`config.mk`:
```
export PLATFORM = sky130hd
export DESIGN_NAME = mtrob_ctrl
export DESIGN_NICKNAME = d
export VERILOG_FILES = /design/src/sv/mtrob_pkg.sv /design/src/sv/mtrob_ctrl.sv
export SDC_FILE = /design/constraint.sdc
export NUM_CORES = 1
export LEC_CHECK = 0
export BUFFER_PORTS_ARGS = -buffer_cell sky130_fd_sc_hd__buf_2
export CORE_AREA = 5 5 48 50
export DETAILED_ROUTE_END_ITERATION = 16
export DIE_AREA = 0 0 53 55
export PLACE_DENSITY = 0.77
export SLEW_MARGIN = 5
export SYNTH_ARGS = -nofsm -noshare
export SYNTH_HDL_FRONTEND = slang
export SYNTH_SLANG_ARGS = --single-unit
export TNS_END_PERCENT = 100
```
`constraint.sdc`:
```
create_clock -name clk_i -period 1.55 [get_ports clk_i]
set_input_delay 0 -clock clk_i [delete_from_list [all_inputs] [get_ports clk_i]]
set_output_delay 0 -clock clk_i [all_outputs]
set_load 0.02 [all_outputs]
```
`src/sv/mtrob_pkg.sv`:
```
package mtrob_pkg;

  localparam int THREADS        = 4;
  localparam int MAX_PER_THREAD = 64;
  localparam int TAG_BITS       = 16;
  localparam int DEPTH          = THREADS * MAX_PER_THREAD;
  localparam int PTR_W          = $clog2(DEPTH);
  localparam int CNT_W          = $clog2(DEPTH + 1);
  localparam int THR_W          = 2;
  localparam int E_W            = 7;
  localparam int FUNC_W         = 3;
  localparam int REL_W          = 8;
  localparam int STAT_W         = 2;
  localparam int CFG_IDX_W      = 1;
  localparam int CFG_DATA_W     = 7;
  localparam int PORT_TAG_W     = 16;

  // Operation codes
  localparam logic [FUNC_W-1:0] FN_STATUS    = 3'd0;
  localparam logic [FUNC_W-1:0] FN_ENQ       = 3'd1;
  localparam logic [FUNC_W-1:0] FN_REM_OLD   = 3'd2;
  localparam logic [FUNC_W-1:0] FN_REM_YOUNG = 3'd3;
  localparam logic [FUNC_W-1:0] FN_READ      = 3'd4;

  // Result status codes
  localparam logic [STAT_W-1:0] RS_OK    = 2'd0;
  localparam logic [STAT_W-1:0] RS_FULL  = 2'd1;
  localparam logic [STAT_W-1:0] RS_EMPTY = 2'd2;
  localparam logic [STAT_W-1:0] RS_RANGE = 2'd3;

  // Register indexes
  localparam logic [CFG_IDX_W-1:0] REG_MODE = 1'd0;
  localparam logic [CFG_IDX_W-1:0] REG_SIZE = 1'd1;

  typedef enum logic [3:0] {
    CMD_NONE,
    CMD_LOAD,
    CMD_PRIV_OP,
    CMD_CAP_R,
    CMD_RD_HEAD,
    CMD_CAP_H,
    CMD_RD_TAIL,
    CMD_CAP_T,
    CMD_TRIM_H,
    CMD_TRIM_T,
    CMD_SH_OP,
    CMD_SCAN_HEAD,
    CMD_SCAN_TAIL,
    CMD_SCAN_ISSUE,
    CMD_SCAN_CHECK,
    CMD_RD_SHEAD
  } cmd_e;

  typedef struct packed {
    cmd_e op;
    logic cap_deq;
    logic publish;
  } dp_cmd_t;

  typedef struct packed {
    logic mode_shared;
    logic priv_read_ok;
    logic op_scan;
    logic trim_h_more;
    logic trim_t_more;
    logic scan_end;
    logic scan_hit;
    logic tcnt_nz;
  } dp_stat_t;

  // Clamp the size register to 1..MAX_PER_THREAD
  function automatic logic [E_W-1:0] eff_size(input logic [E_W-1:0] val);
    logic [E_W-1:0] res;
    res = val;
    if (val == '0) res = E_W'(1);
    if (val > E_W'(MAX_PER_THREAD)) res = E_W'(MAX_PER_THREAD);
    return res;
  endfunction

endpackage

```
`src/sv/mtrob_ctrl.sv`:
```
module mtrob_ctrl import mtrob_pkg::*; (
  input  logic     clk_i,
  input  logic     rst_ni,
  input  logic     in_valid_i,
  output logic     in_ready_o,
  output logic     out_valid_o,
  input  logic     out_ready_i,
  input  dp_stat_t stat_i,
  output dp_cmd_t  cmd_o
);

  typedef enum logic [4:0] {
    ST_IDLE, ST_P_OP, ST_P_CAPR, ST_P_RDH, ST_P_CAPH, ST_P_RDT, ST_P_CAPT,
    ST_TRIM_H, ST_TRIM_T, ST_S_OP, ST_SCAN_ISSUE, ST_SCAN_CHECK,
    ST_HEAD_INIT, ST_TAIL_INIT, ST_S_RDH, ST_S_CAPD, ST_FINISH
  } state_e;

  typedef enum logic [1:0] {PH_OP, PH_HEAD, PH_TAIL} phase_e;

  state_e state_q, state_d;
  phase_e phase_q, phase_d;
  logic   second_q, second_d;
  logic   out_valid_q, out_valid_d;
  logic   slot_free;
  state_e after_scan;

  assign slot_free = !out_valid_q || out_ready_i;

  always_comb begin
    unique case (phase_q)
      PH_OP:   after_scan = ST_TRIM_H;
      PH_HEAD: after_scan = ST_TAIL_INIT;
      default: after_scan = ST_S_RDH;
    endcase
  end

  // Sequence one item through the datapath
  always_comb begin
    state_d       = state_q;
    phase_d       = phase_q;
    second_d      = second_q;
    out_valid_d   = out_valid_q && !out_ready_i;
    cmd_o.op      = CMD_NONE;
    cmd_o.cap_deq = 1'b0;
    cmd_o.publish = 1'b0;
    unique case (state_q)
      ST_IDLE: begin
        if (in_valid_i) begin
          cmd_o.op = CMD_LOAD;
          second_d = 1'b0;
          state_d  = stat_i.mode_shared ? ST_TRIM_H : ST_P_OP;
        end
      end
      ST_P_OP: begin
        cmd_o.op = CMD_PRIV_OP;
        state_d  = stat_i.priv_read_ok ? ST_P_CAPR : ST_P_RDH;
      end
      ST_P_CAPR: begin
        cmd_o.op = CMD_CAP_R;
        state_d  = ST_P_RDH;
      end
      ST_P_RDH: begin
        cmd_o.op = CMD_RD_HEAD;
        state_d  = ST_P_CAPH;
      end
      ST_P_CAPH: begin
        cmd_o.op = CMD_CAP_H;
        state_d  = ST_P_RDT;
      end
      ST_P_RDT: begin
        cmd_o.op = CMD_RD_TAIL;
        state_d  = ST_P_CAPT;
      end
      ST_P_CAPT: begin
        cmd_o.op = CMD_CAP_T;
        state_d  = ST_FINISH;
      end
      ST_TRIM_H: begin
        cmd_o.op = CMD_TRIM_H;
        if (!stat_i.trim_h_more) state_d = ST_TRIM_T;
      end
      ST_TRIM_T: begin
        cmd_o.op = CMD_TRIM_T;
        if (!stat_i.trim_t_more) state_d = second_q ? ST_HEAD_INIT : ST_S_OP;
      end
      ST_S_OP: begin
        cmd_o.op = CMD_SH_OP;
        phase_d  = PH_OP;
        second_d = 1'b1;
        state_d  = stat_i.op_scan ? ST_SCAN_ISSUE : ST_TRIM_H;
      end
      ST_SCAN_ISSUE: begin
        cmd_o.op = CMD_SCAN_ISSUE;
        state_d  = stat_i.scan_end ? after_scan : ST_SCAN_CHECK;
      end
      ST_SCAN_CHECK: begin
        cmd_o.op = CMD_SCAN_CHECK;
        state_d  = stat_i.scan_hit ? after_scan : ST_SCAN_ISSUE;
      end
      ST_HEAD_INIT: begin
        if (stat_i.tcnt_nz) begin
          cmd_o.op = CMD_SCAN_HEAD;
          phase_d  = PH_HEAD;
          state_d  = ST_SCAN_ISSUE;
        end else begin
          state_d  = ST_S_RDH;
        end
      end
      ST_TAIL_INIT: begin
        cmd_o.op = CMD_SCAN_TAIL;
        phase_d  = PH_TAIL;
        state_d  = ST_SCAN_ISSUE;
      end
      ST_S_RDH: begin
        cmd_o.op = CMD_RD_SHEAD;
        state_d  = ST_S_CAPD;
      end
      ST_S_CAPD: begin
        cmd_o.cap_deq = 1'b1;
        state_d       = ST_FINISH;
      end
      ST_FINISH: begin
        if (slot_free) begin
          cmd_o.publish = 1'b1;
          out_valid_d   = 1'b1;
          state_d       = ST_IDLE;
        end
      end
      default: state_d = ST_IDLE;
    endcase
  end

  // Hold state and the output valid flag
  always_ff @(posedge clk_i or negedge rst_ni) begin
    if (!rst_ni) begin
      state_q     <= ST_IDLE;
      phase_q     <= PH_OP;
      second_q    <= 1'b0;
      out_valid_q <= 1'b0;
    end else begin
      state_q     <= state_d;
      phase_q     <= phase_d;
      second_q    <= second_d;
      out_valid_q <= out_valid_d;
    end
  end

  assign in_ready_o  = (state_q == ST_IDLE);
  assign out_valid_o = out_valid_q;

endmodule

```
==> flow_metrics.tcl, run 1 <==
set metrics [dict create \
    worstPathArrival_ps 1720 \
    routed_wl_um 3160 \
    netlist_area_um2 893 \
    status "finished, violations left" \
    die_h_um 55 \
    setup_slack_ps -4.35 \
    io_pins 20 \
    drt_first_pass_iters 4 \
    dp_cells 157 \
    insertion_delay_ps 270 \
    worstPathRequired_ps 1710 \
    grt_max_degree 17 \
    postRouteAntennaNets 0 \
    dp_hpwl_um 1960 \
    grt_pass1_vias 979 \
    final_common_cell "buf_4" \
    root_buffer "clkbuf_4" \
    ys_ff_latch 9 \
    core_um2 1860 \
    h-tree-depth 1 \
    hold_path.class "input pin to register" \
    finalHoldViolCount 0 \
    finalNonFillerCells 177 \
    die-width_um 53 \
    port_buffers 19 \
    start_kind "register" \
    rows 16 \
    synthFlopType "dfrtp_1" \
    slew_headroom_pct 77.8 \
    fmax_ghz 0.643 \
    drv_slew 0 \
    start_util_pct 48.0 \
    cp-end-kind "register" \
    path_class "register to register" \
    cts.clk_slew.worst_paths_ps 60 \
    r2r_cells 5 \
    rsz0062_at_grt "yes" \
    yosys_warnings 0 \
    finalSetupTns_ps -6.22 \
    r2r-start "state_q[0]$_DFFE_PN0P_" \
    grt-ovfl-total 0 \
    min_period_ps 1550 \
    viasPerCell 6.05 \
    final_util_pct 70.0 \
    cts_tree "yes" \
    drive_gt1_share_pct 45.3 \
    finalCritPeriodShare_pct 100 \
    syn_inst 111 \
    final.setup_skew_ps 2.72 \
    p_leak_nw 0.574 \
    num_vias 1071 \
    numCtsBuffers 3 \
    async_flop_share_pct 100 \
    hold_depth 3 \
    die_area_um2 2920 \
    regToRegEndpoint "state_q[2]$_DFFE_PN0P_" \
    grtUsageTotal_pct 22.0 \
    yosys.cell_types.count 49 \
    antenna_found_initial 0 \
    drc_errors 0 \
    cts.sinks 9 \
    cap_violations 0 \
    layout.nets 163 \
    r2r_slack_ps -4 \
    holdPathEnd "out_valid_o$_DFF_PN0_" \
    critPathMaxFanout 5 \
    power_density_nw_per_um2 2100 \
    fill_cells 159 \
    violations "negative setup slack" \
    finalSetupViolations 2 \
    worstMarginPinSlew_ps 333 \
    grt_pass1_wl_um 4660 \
    ir_drop_v 0.00116 \
    syn_nets 123 \
    area_delta_synth_final_pct 45.8 \
    place_congestion 0.942 \
    syn-mean-instance-area_um2 8.05 \
    place_ws_ps 37.1 \
    n_antenna_cell 0 \
    holdCritStartpoint "out_ready_i" \
    final_cell_mix "buf_4, buf_2, nand2_1" \
    drtIter0Drc 61 \
    synth_edf_count 0 \
    ys_seq_area_share_pct 25.2 \
    clock_path_buffers 2 \
    wl_per_cell_um 17.9 \
]
==> synthesized netlist by cell type (all sizes together) (3+ instances only) <==
| cell type | instances | area share [%] |
|---|---|---|
| nand2 | 8 | 3.4 |
| or3 | 4 | 2.8 |
| dfrtp | 9 | 25 |
| nand2b | 5 | 3.5 |
| and2 | 3 | 2.2 |
| o21ai | 7 | 3.9 |
| a31oi | 3 | 2.8 |
| nor3 | 6 | 3.9 |
| o2111ai | 3 | 3.6 |
| nor2 | 8 | 3.6 |
| nor2b | 3 | 2.1 |
| a21oi | 9 | 5.0 |
| inv | 3 | 1.3 |
| buf | 10 | 8.1 |
| nand3 | 3 | 1.7 |
==> layer usage <==
layer,global-route usage (%),up-vias,part of all wire [%]
met2,38.2,68,49
met3,5.09,24,8.0
met1,25.5,485,37
met5,0,-,0
met4,10.6,0,5.7
li1,-,494,-
==> worst max-delay path: stages (launching register included) <==
cell	delay, ps
dfrtp_2	450
buf_4	160
mux2_4	300
o2111ai_2	160
o2111ai_1	150
a21bo_1	220
==> registers in the layout (all words and copies together) (netlist names) <==
signal / cells
phase_q: 2
out_valid_o: 1
second_q: 1
state_q: 5
==> stage by stage <==
| step | hold slack, ps | total power [mW] | area (um2) |
|---|---|---|---|
| floorplan | -296 | 1.59 | 893 |
| global placement | -143 | 1.99 | 1050 |
| detailed placement | -140 | 2.01 | 1050 |
| CTS | 11.8 | 2.44 | 1220 |
| global route | 38.5 | 2.91 | 1300 |
| finish | 10.0 | 2.74 | 1300 |
==> how the worst max path moves through the flow <==
stage	to	startpoint	depth (start not counted)	slack, ps
after global placement	state_q[0]$_DFFE_PN0P_	state_q[1]$_DFFE_PN0P_	4	70
after global routing	cmd_o[4]	state_q[3]$_DFFE_PN0P_	5	-90
after floorplan	cmd_o[2]	state_q[2]$_DFFE_PN0P_	5	100
after detailed placement	state_q[3]$_DFFE_PN0P_	state_q[0]$_DFFE_PN0P_	5	40
after CTS	cmd_o[4]	state_q[3]$_DFFE_PN0P_	5	-0.2
final	state_q[2]$_DFFE_PN0P_	state_q[0]$_DFFE_PN0P_	5	-4
==> report_power, final <==
| part | internal [mW] | switching, mW |
|---|---|---|
| clock network | 0.0956 | 0.0911 |
| registers | 0.328 | 0.159 |
| logic | 1.01 | 1.05 |
==> repair_timing <==
item,4_1_cts,5_1_grt
pin swaps,4,5
gates resized for setup,11,11
cloned,0,1
hold buffers,1,0
buffers inserted,11,3
endpoints found under the setup margin,5,7
endpoints found under the hold margin,9,0
==> cell type report <==
cell class              instances  area, um2  area share (%)
clock buffers                   3       22.5            1.73
clock inverters                 1       5.00           0.384
inverters                       3       11.3           0.865
multi-input cells              89        621            47.6
flip-flops and latches          9        228            17.5
well taps                      27       33.8            2.59
repair buffers                 45        382            29.3
==> cells by family (layout without fill, tap and decap cells) <==
kind of cell	Yosys count	in the layout	share of synthesized area, %
simple gates	47	47	29.0
compound gates	40	40	33.5
buf+inv	13	52	9.38
flops	9	9	25.2
mux	2	2	2.94
Note: power is estimated with default switching activity, not from simulation.
==> inputs of run 2 (changes only) <==
Settings changed: SETUP_SLACK_MARGIN set to 0.2.
==> run 2 against run 1 <==
Net effect:
- the flow still finishes with violations (negative setup slack)
- first-iteration DRC count down 11%
- sequential share of layout area down 1.6 points
- combinational power up 21%
- clock power about the same
- sequential power down 4%
- maximum frequency down 0.36%
- worst hold slack better by 19 ps
- global-route usage up 0.51 points
- clock skew up 8.4 ps
- critical path depth up 1
==> flow_metrics.tcl, run 2 (synthesis results as in run 1) <==
set metrics [dict create \
    start_util_pct 48.0 \
    antenna_found_initial 0 \
    final.setup_skew_ps 11.1 \
    start_kind "register" \
    top_register "state_q" \
    final_common_cell "buf_4" \
    core_um2 1860 \
    drtIter0Drc 54 \
    use_met2_pct 41.3 \
    status "finished, violations left" \
    rows 16 \
    slew_headroom_pct 75.6 \
    drive_gt1_share_pct 57.8 \
    worstPathArrival_ps 1730 \
    power.switching_mw 1.44 \
    fmax_ghz 0.641 \
    clock_path_buffers 2 \
    power_mw 3.16 \
    cts.clk_slew.worst_paths_ps 70 \
    grt_pass1_wl_um 4720 \
    grt.met1_usage_pct 25.4 \
    grtUsageTotal_pct 22.5 \
    die-width_um 53 \
    power_frac_seq_pct 14.8 \
    combinationalPowerShare_pct 79.2 \
    rsz0062_at_grt "yes" \
    final_util_pct 78.4 \
    cap_violations 0 \
    power_density_nw_per_um2 2160 \
    num_vias 1130 \
    largest_reg_flops 5 \
    p_leak_nw 0.635 \
    gr-usage-met3_pct 3.22 \
    postRouteAntennaNets 0 \
    p_int_mw 1.72 \
    critPathMaxFanout 7 \
    cp-end-kind "register" \
    power_frac_clock_pct 5.9 \
    die_area_um2 2920 \
    cts_tree "yes" \
    layout.nets 174 \
    drv_slew 0 \
    drt_first_pass_iters 4 \
    finalSetupViolations 4 \
    top_usage_layer "met2" \
    routed_wl_um 3160 \
    port_buffers 19 \
    numCtsBuffers 3 \
    insertion_delay_ps 270 \
    cts.sinks 9 \
    grt_pass1_vias 1070 \
    wl_per_cell_um 16.8 \
    h-tree-depth 1 \
    finalCritPeriodShare_pct 101 \
    worstMarginPinSlew_ps 363 \
    grt_max_degree 17 \
    place_congestion 0.899 \
    n_antenna_cell 0 \
    viasPerCell 6.01 \
    finalHoldViolCount 0 \
    path_class "register to register" \
    drc_errors 0 \
    p_sw_share_pct 45.6 \
    root_buffer "clkbuf_4" \
    grt-ovfl-total 0 \
    final_cell_mix "buf_4, buf_2, buf_6" \
    ir_drop_v 0.00115 \
    hold_path.class "input pin to register" \
    setup_slack_ps -9.89 \
    reg_top3 "state_q: 5 flops, phase_q: 2 flops" \
    place_ws_ps -1.53 \
    min_period_ps 1560 \
    area_delta_synth_final_pct 63.4 \
    dp_hpwl_um 1970 \
    worstPathRequired_ps 1720 \
    violations "negative setup slack" \
    die_h_um 55 \
    io_pins 20 \
]
run 2: cell count changes in the layout (fill, tap and decap cells not counted), moves of 3 or more:
| cell | change |
|---|---|
| and2_4 | +3 |
| buf_4 | +7 |
| nand2_2 | +3 |
| nand2_1 | -3 |
| dfrtp_2 | +3 |
| buf_6 | +8 |
| dfrtp_1 | -3 |
run 2: critical path, cell delays in order, from the launching register on:
cell and delay, ps:
dfrtp_2 440, buf_6 140, buf_6 120, mux2_2 350
nand3_2 80, o2111ai_1 120, a21bo_1 210
run 2: layout make-up:
type	instances	area [um2]
inverters	3	11.3
multi-input cells	89	703
flip-flops and latches	9	231
fillers	133	402
clock buffers	4	26.3
well taps	27	33.8
repair buffers	56	454
run 2: per-stage QoR:
| stage | TNS, ps | area (um2) | instances | hold WS (ps) |
|---|---|---|---|---|
| 3_3_place_gp | 0 | 1080 | 162 | -139 |
| 5_1_grt | -331 | 1460 | 188 | 54.6 |
| 2_1_floorplan | 0 | 911 | 111 | -296 |
| 6_report | -26.6 | 1460 | 188 | 29.5 |
| 3_5_place_dp | -1.53 | 1080 | 162 | -139 |
| 4_1_cts | 0 | 1300 | 180 | 32.4 |
run 2: final timing paths:
check                                       start  slack (ps)  cells past startpoint                endpoint
max in group asynchronous                  rst_ni        1240                      2  state_q[4]$_DFFE_PN0P_
min in group asynchronous                  rst_ni         100                      2  state_q[3]$_DFFE_PN0P_
min reg2reg                 out_valid_o$_DFF_PN0_         510                      2   out_valid_o$_DFF_PN0_
max reg2reg                state_q[3]$_DFFE_PN0P_         -10                      6  state_q[2]$_DFFE_PN0P_
max                        state_q[3]$_DFFE_PN0P_         -10                      6  state_q[2]$_DFFE_PN0P_
min                                   out_ready_i          30                      3   out_valid_o$_DFF_PN0_
run 2: layer usage:
| metal | wire, um | up-vias |
|---|---|---|
| li1 | - | 515 |
| met1 | 1140 | 540 |
| met2 | 1650 | 63 |
| met3 | 283 | 12 |
| met4 | 92 | 0 |
| met5 | 0 | - |
run 2: power by group through the flow:
stage / combinational [mW] / clock [mW] / sequential, mW
floorplan: 1.26 / 0 / 0.389
global placement: 1.58 / 0 / 0.494
detailed placement: 1.60 / 0 / 0.496
CTS: 2.08 / 0.187 / 0.452
global route: 2.68 / 0.214 / 0.479
finish: 2.50 / 0.187 / 0.468
run 2: timing repair:
| action | CTS | global route |
|---|---|---|
| hold endpoints to repair | 9 | 0 |
| hold buffers | 1 | 0 |
| gates resized for setup | 29 | 27 |
| endpoints found under the setup margin | 14 | 13 |
| setup buffers | 13 | 8 |
| pin swaps | 12 | 12 |
==> inputs of run 3 (changes only) <==
Settings changed: ABC_AREA set to 1, ABC_CLOCK_PERIOD_IN_PS set to 1550, CORE_AREA 5 5 48 50 to 5 5 46 48, DIE_AREA 0 0 53 55 to 0 0 51 53, PLACE_DENSITY 0.77 to 0.78.
==> run 3 against run 2 <==
Net effect:
- the flow still finishes with violations (negative setup slack)
- clock power decreased by 4%
- via count up 9.4%
- largest power group unchanged
- count of clock-buffer cells in the layout is 1 lower
- sequential share of layout area rose by 1.5 points
- design area decreased by 8.4%
- worst setup slack worse by 7.6 ps
- global-route usage up 3.1 points
- die area decreased by 7.3%
- clock skew down 5.5 ps
- combinational power decreased by 13%
- critical path depth decreased by 1
- first-iteration DRC count rose by 46%
==> flow_metrics.tcl, run 3 <==
set metrics [dict create \
    min_period_ps 1570 \
    cp-end-kind "output port" \
    violations "negative setup slack" \
    die-width_um 51 \
    area_delta_synth_final_pct 64.7 \
    root_buffer "clkbuf_4" \
    n_antenna_cell 0 \
    synth_area_leader_cell "dfrtp_1" \
    die_h_um 53 \
    drive_gt1_share_pct 48.4 \
    synth-compound-area-share_pct 8.47 \
    io_pins 20 \
    finalCritPeriodShare_pct 101 \
    fill_cells 92 \
    yosysMostFrequentCell "nand2_1" \
    drtIter0Drc 79 \
    syn_nets 148 \
    status "finished, violations left" \
    rows 15 \
    numCtsBuffers 3 \
    slowest_stage "dfrtp_2" \
    fin_area_um2 1340 \
    dp_cells 174 \
    ir_drop_v 0.00157 \
    start_kind "register" \
    power_density_nw_per_um2 2180 \
    cts.sinks 9 \
    ys_seq_area_share_pct 27.7 \
    synthFlopType "dfrtp_1" \
    drt_first_pass_iters 5 \
    hold_path.class "input pin to register" \
    insertion_delay_ps 260 \
    h-tree-depth 1 \
    power_mw 2.92 \
    clock_path_buffers 2 \
    path_class "register to output port" \
    num_vias 1236 \
    final_util_pct 80.1 \
    wl_per_cell_um 17.2 \
    place_ws_ps 101 \
    start_util_pct 48.6 \
    async_flop_share_pct 100 \
    finalHoldViolCount 0 \
    synth_top_area_share_pct 27.7 \
    setup_slack_ps -17.5 \
    rsz0062_at_grt "yes" \
    grtUsageTotal_pct 25.6 \
    die_area_um2 2700 \
    slew_headroom_pct 82.4 \
    syn_inst 136 \
    grt_pass1_wl_um 5130 \
    layout.nets 195 \
    dpl_cell_area_um2 937 \
    place_congestion 0.975 \
    antenna_found_initial 0 \
    critPathMaxStageDelay_ps 520 \
    reg_top3 "state_q: 5 flops, phase_q: 2 flops" \
    cp_top_family "flip-flops" \
    cap_violations 0 \
    netlist_area_um2 812 \
    p_leak_nw 0.713 \
    syn-mean-instance-area_um2 5.97 \
    yosys-top-cells-count "nand2_1, nor2_1, inv_1" \
    synth.area.top_cells "dfrtp_1, nand2_1, nor2_1" \
    largest_reg_flops 5 \
    final.setup_skew_ps 5.60 \
    synth_edf_count 0 \
    seqCellArea_um2 231 \
    grt_max_degree 10 \
    worstPathRequired_ps 1550 \
    worstPathArrival_ps 1570 \
    postRouteAntennaNets 0 \
    top_register "state_q" \
    worstMarginPinSlew_ps 265 \
    fmax_ghz 0.638 \
    synth_xor_area_share_pct 0 \
    routed_wl_um 3430 \
    dp_hpwl_um 1900 \
    final_cell_mix "nand2_1, buf_4, nor2_1" \
    multiInputGateArea_um2 628 \
    yosys_warnings 0 \
    cp_cell_sequence "nand3_2 -> o21ai_1 -> nor2_1 -> nand2_1 -> buf_4" \
    finalSetupViolations 1 \
    drv_slew 0 \
    drc_errors 0 \
    finalNonFillerCells 199 \
    path_buf_inv 1 \
    viasPerCell 6.21 \
    final_common_cell "nand2_1" \
    synth_fa_ha_area_share_pct 0 \
    cts_tree "yes" \
    yosys.cell_types.count 19 \
    grt-ovfl-total 0 \
    cts.clk_slew.worst_paths_ps 60 \
    synth_top_family_by_area "simple AND/OR/NAND/NOR gates" \
    synth-simple-area-share_pct 52.9 \
    critPathMaxFanout 7 \
    port_buffers 19 \
    core_um2 1670 \
    muxShareOfSynthArea_pct 0 \
    ys_ff_latch 9 \
    grt_pass1_vias 1110 \
]
[run 3: cell count changes after synthesis, moves of 7 or more]
cell     before  now
inv_1         2   16
nor2_1        7   23
nand2_1       8   41
nand3_1       3   11
nand4_1       1    8
[run 3: per-layer routing]
layer / track usage, % / vias up / wire, um
li1: - / 534 / -
met3: 4.79 / 21 / 382
met1: 30.2 / 563 / 1270
met4: 15.2 / 0 / 190
met5: 0 / - / 0
met2: 43.1 / 118 / 1580
[run 3: logic make-up (layout without fill, tap and decap cells)]
group                  after synthesis  count (layout)
AOI/OAI and AO/OA                   13              13
buffers and inverters               21              67
DFF                                  9               9
and+or+nand+nor                     93              93
[run 3: repair_timing]
action,in CTS,in global routing
buffers inserted,11,8
hold buffers,2,0
endpoints found under the setup margin,13,13
gates resized for setup,32,22
gates cloned,0,0
hold endpoints to repair,10,0
pin swaps,10,12
[run 3: worst paths after layout]
check | to | cells past startpoint | from | slack, ps
max | cmd_o[4] | 5 | state_q[0]$_DFFE_PN0P_ | -20
min | state_q[3]$_DFFE_PN0P_ | 3 | stat_i[3] | 70
max reg2reg | state_q[1]$_DFFE_PN0P_ | 9 | state_q[2]$_DFFE_PN0P_ | 70
min reg2reg | phase_q[0]$_DFFE_PN0P_ | 2 | phase_q[0]$_DFFE_PN0P_ | 580
max in group asynchronous | state_q[4]$_DFFE_PN0P_ | 2 | rst_ni | 1240
min in group asynchronous | phase_q[0]$_DFFE_PN0P_ | 2 | rst_ni | 110
[run 3: stage by stage]
| step | hold WS [ps] | TNS [ps] |
|---|---|---|
| 6_report | 71.9 | -17.5 |
| 5_1_grt | 77.6 | -224 |
| 2_1_floorplan | -296 | 0 |
| 4_1_cts | 46.2 | 0 |
| 3_3_place_gp | -139 | 0 |
| 3_5_place_dp | -137 | 0 |
[run 3: tightest hold or removal path: stages]
cell and delay [ps]:
buf_2 100, nand4_1 130, nand2_1 70
[run 3: layout make-up]
type,instances,area share [%]
Clock buffer,3,1.68
Clock inverter,1,0.374
Inverter,20,5.80
Multi-Input combinational cell,106,47.0
Sequential cell,9,17.3
Tap cell,17,1.59
Timing Repair Buffer,43,26.3
[run 3: power breakdown]
group | switching, mW | internal, mW | leakage (nW)
sequential | 0.212 | 0.346 | 0.110
clock | 0.0840 | 0.0952 | 0.0177
combinational | 1.23 | 0.958 | 0.585
total | 1.52 | 1.40 | 0.713
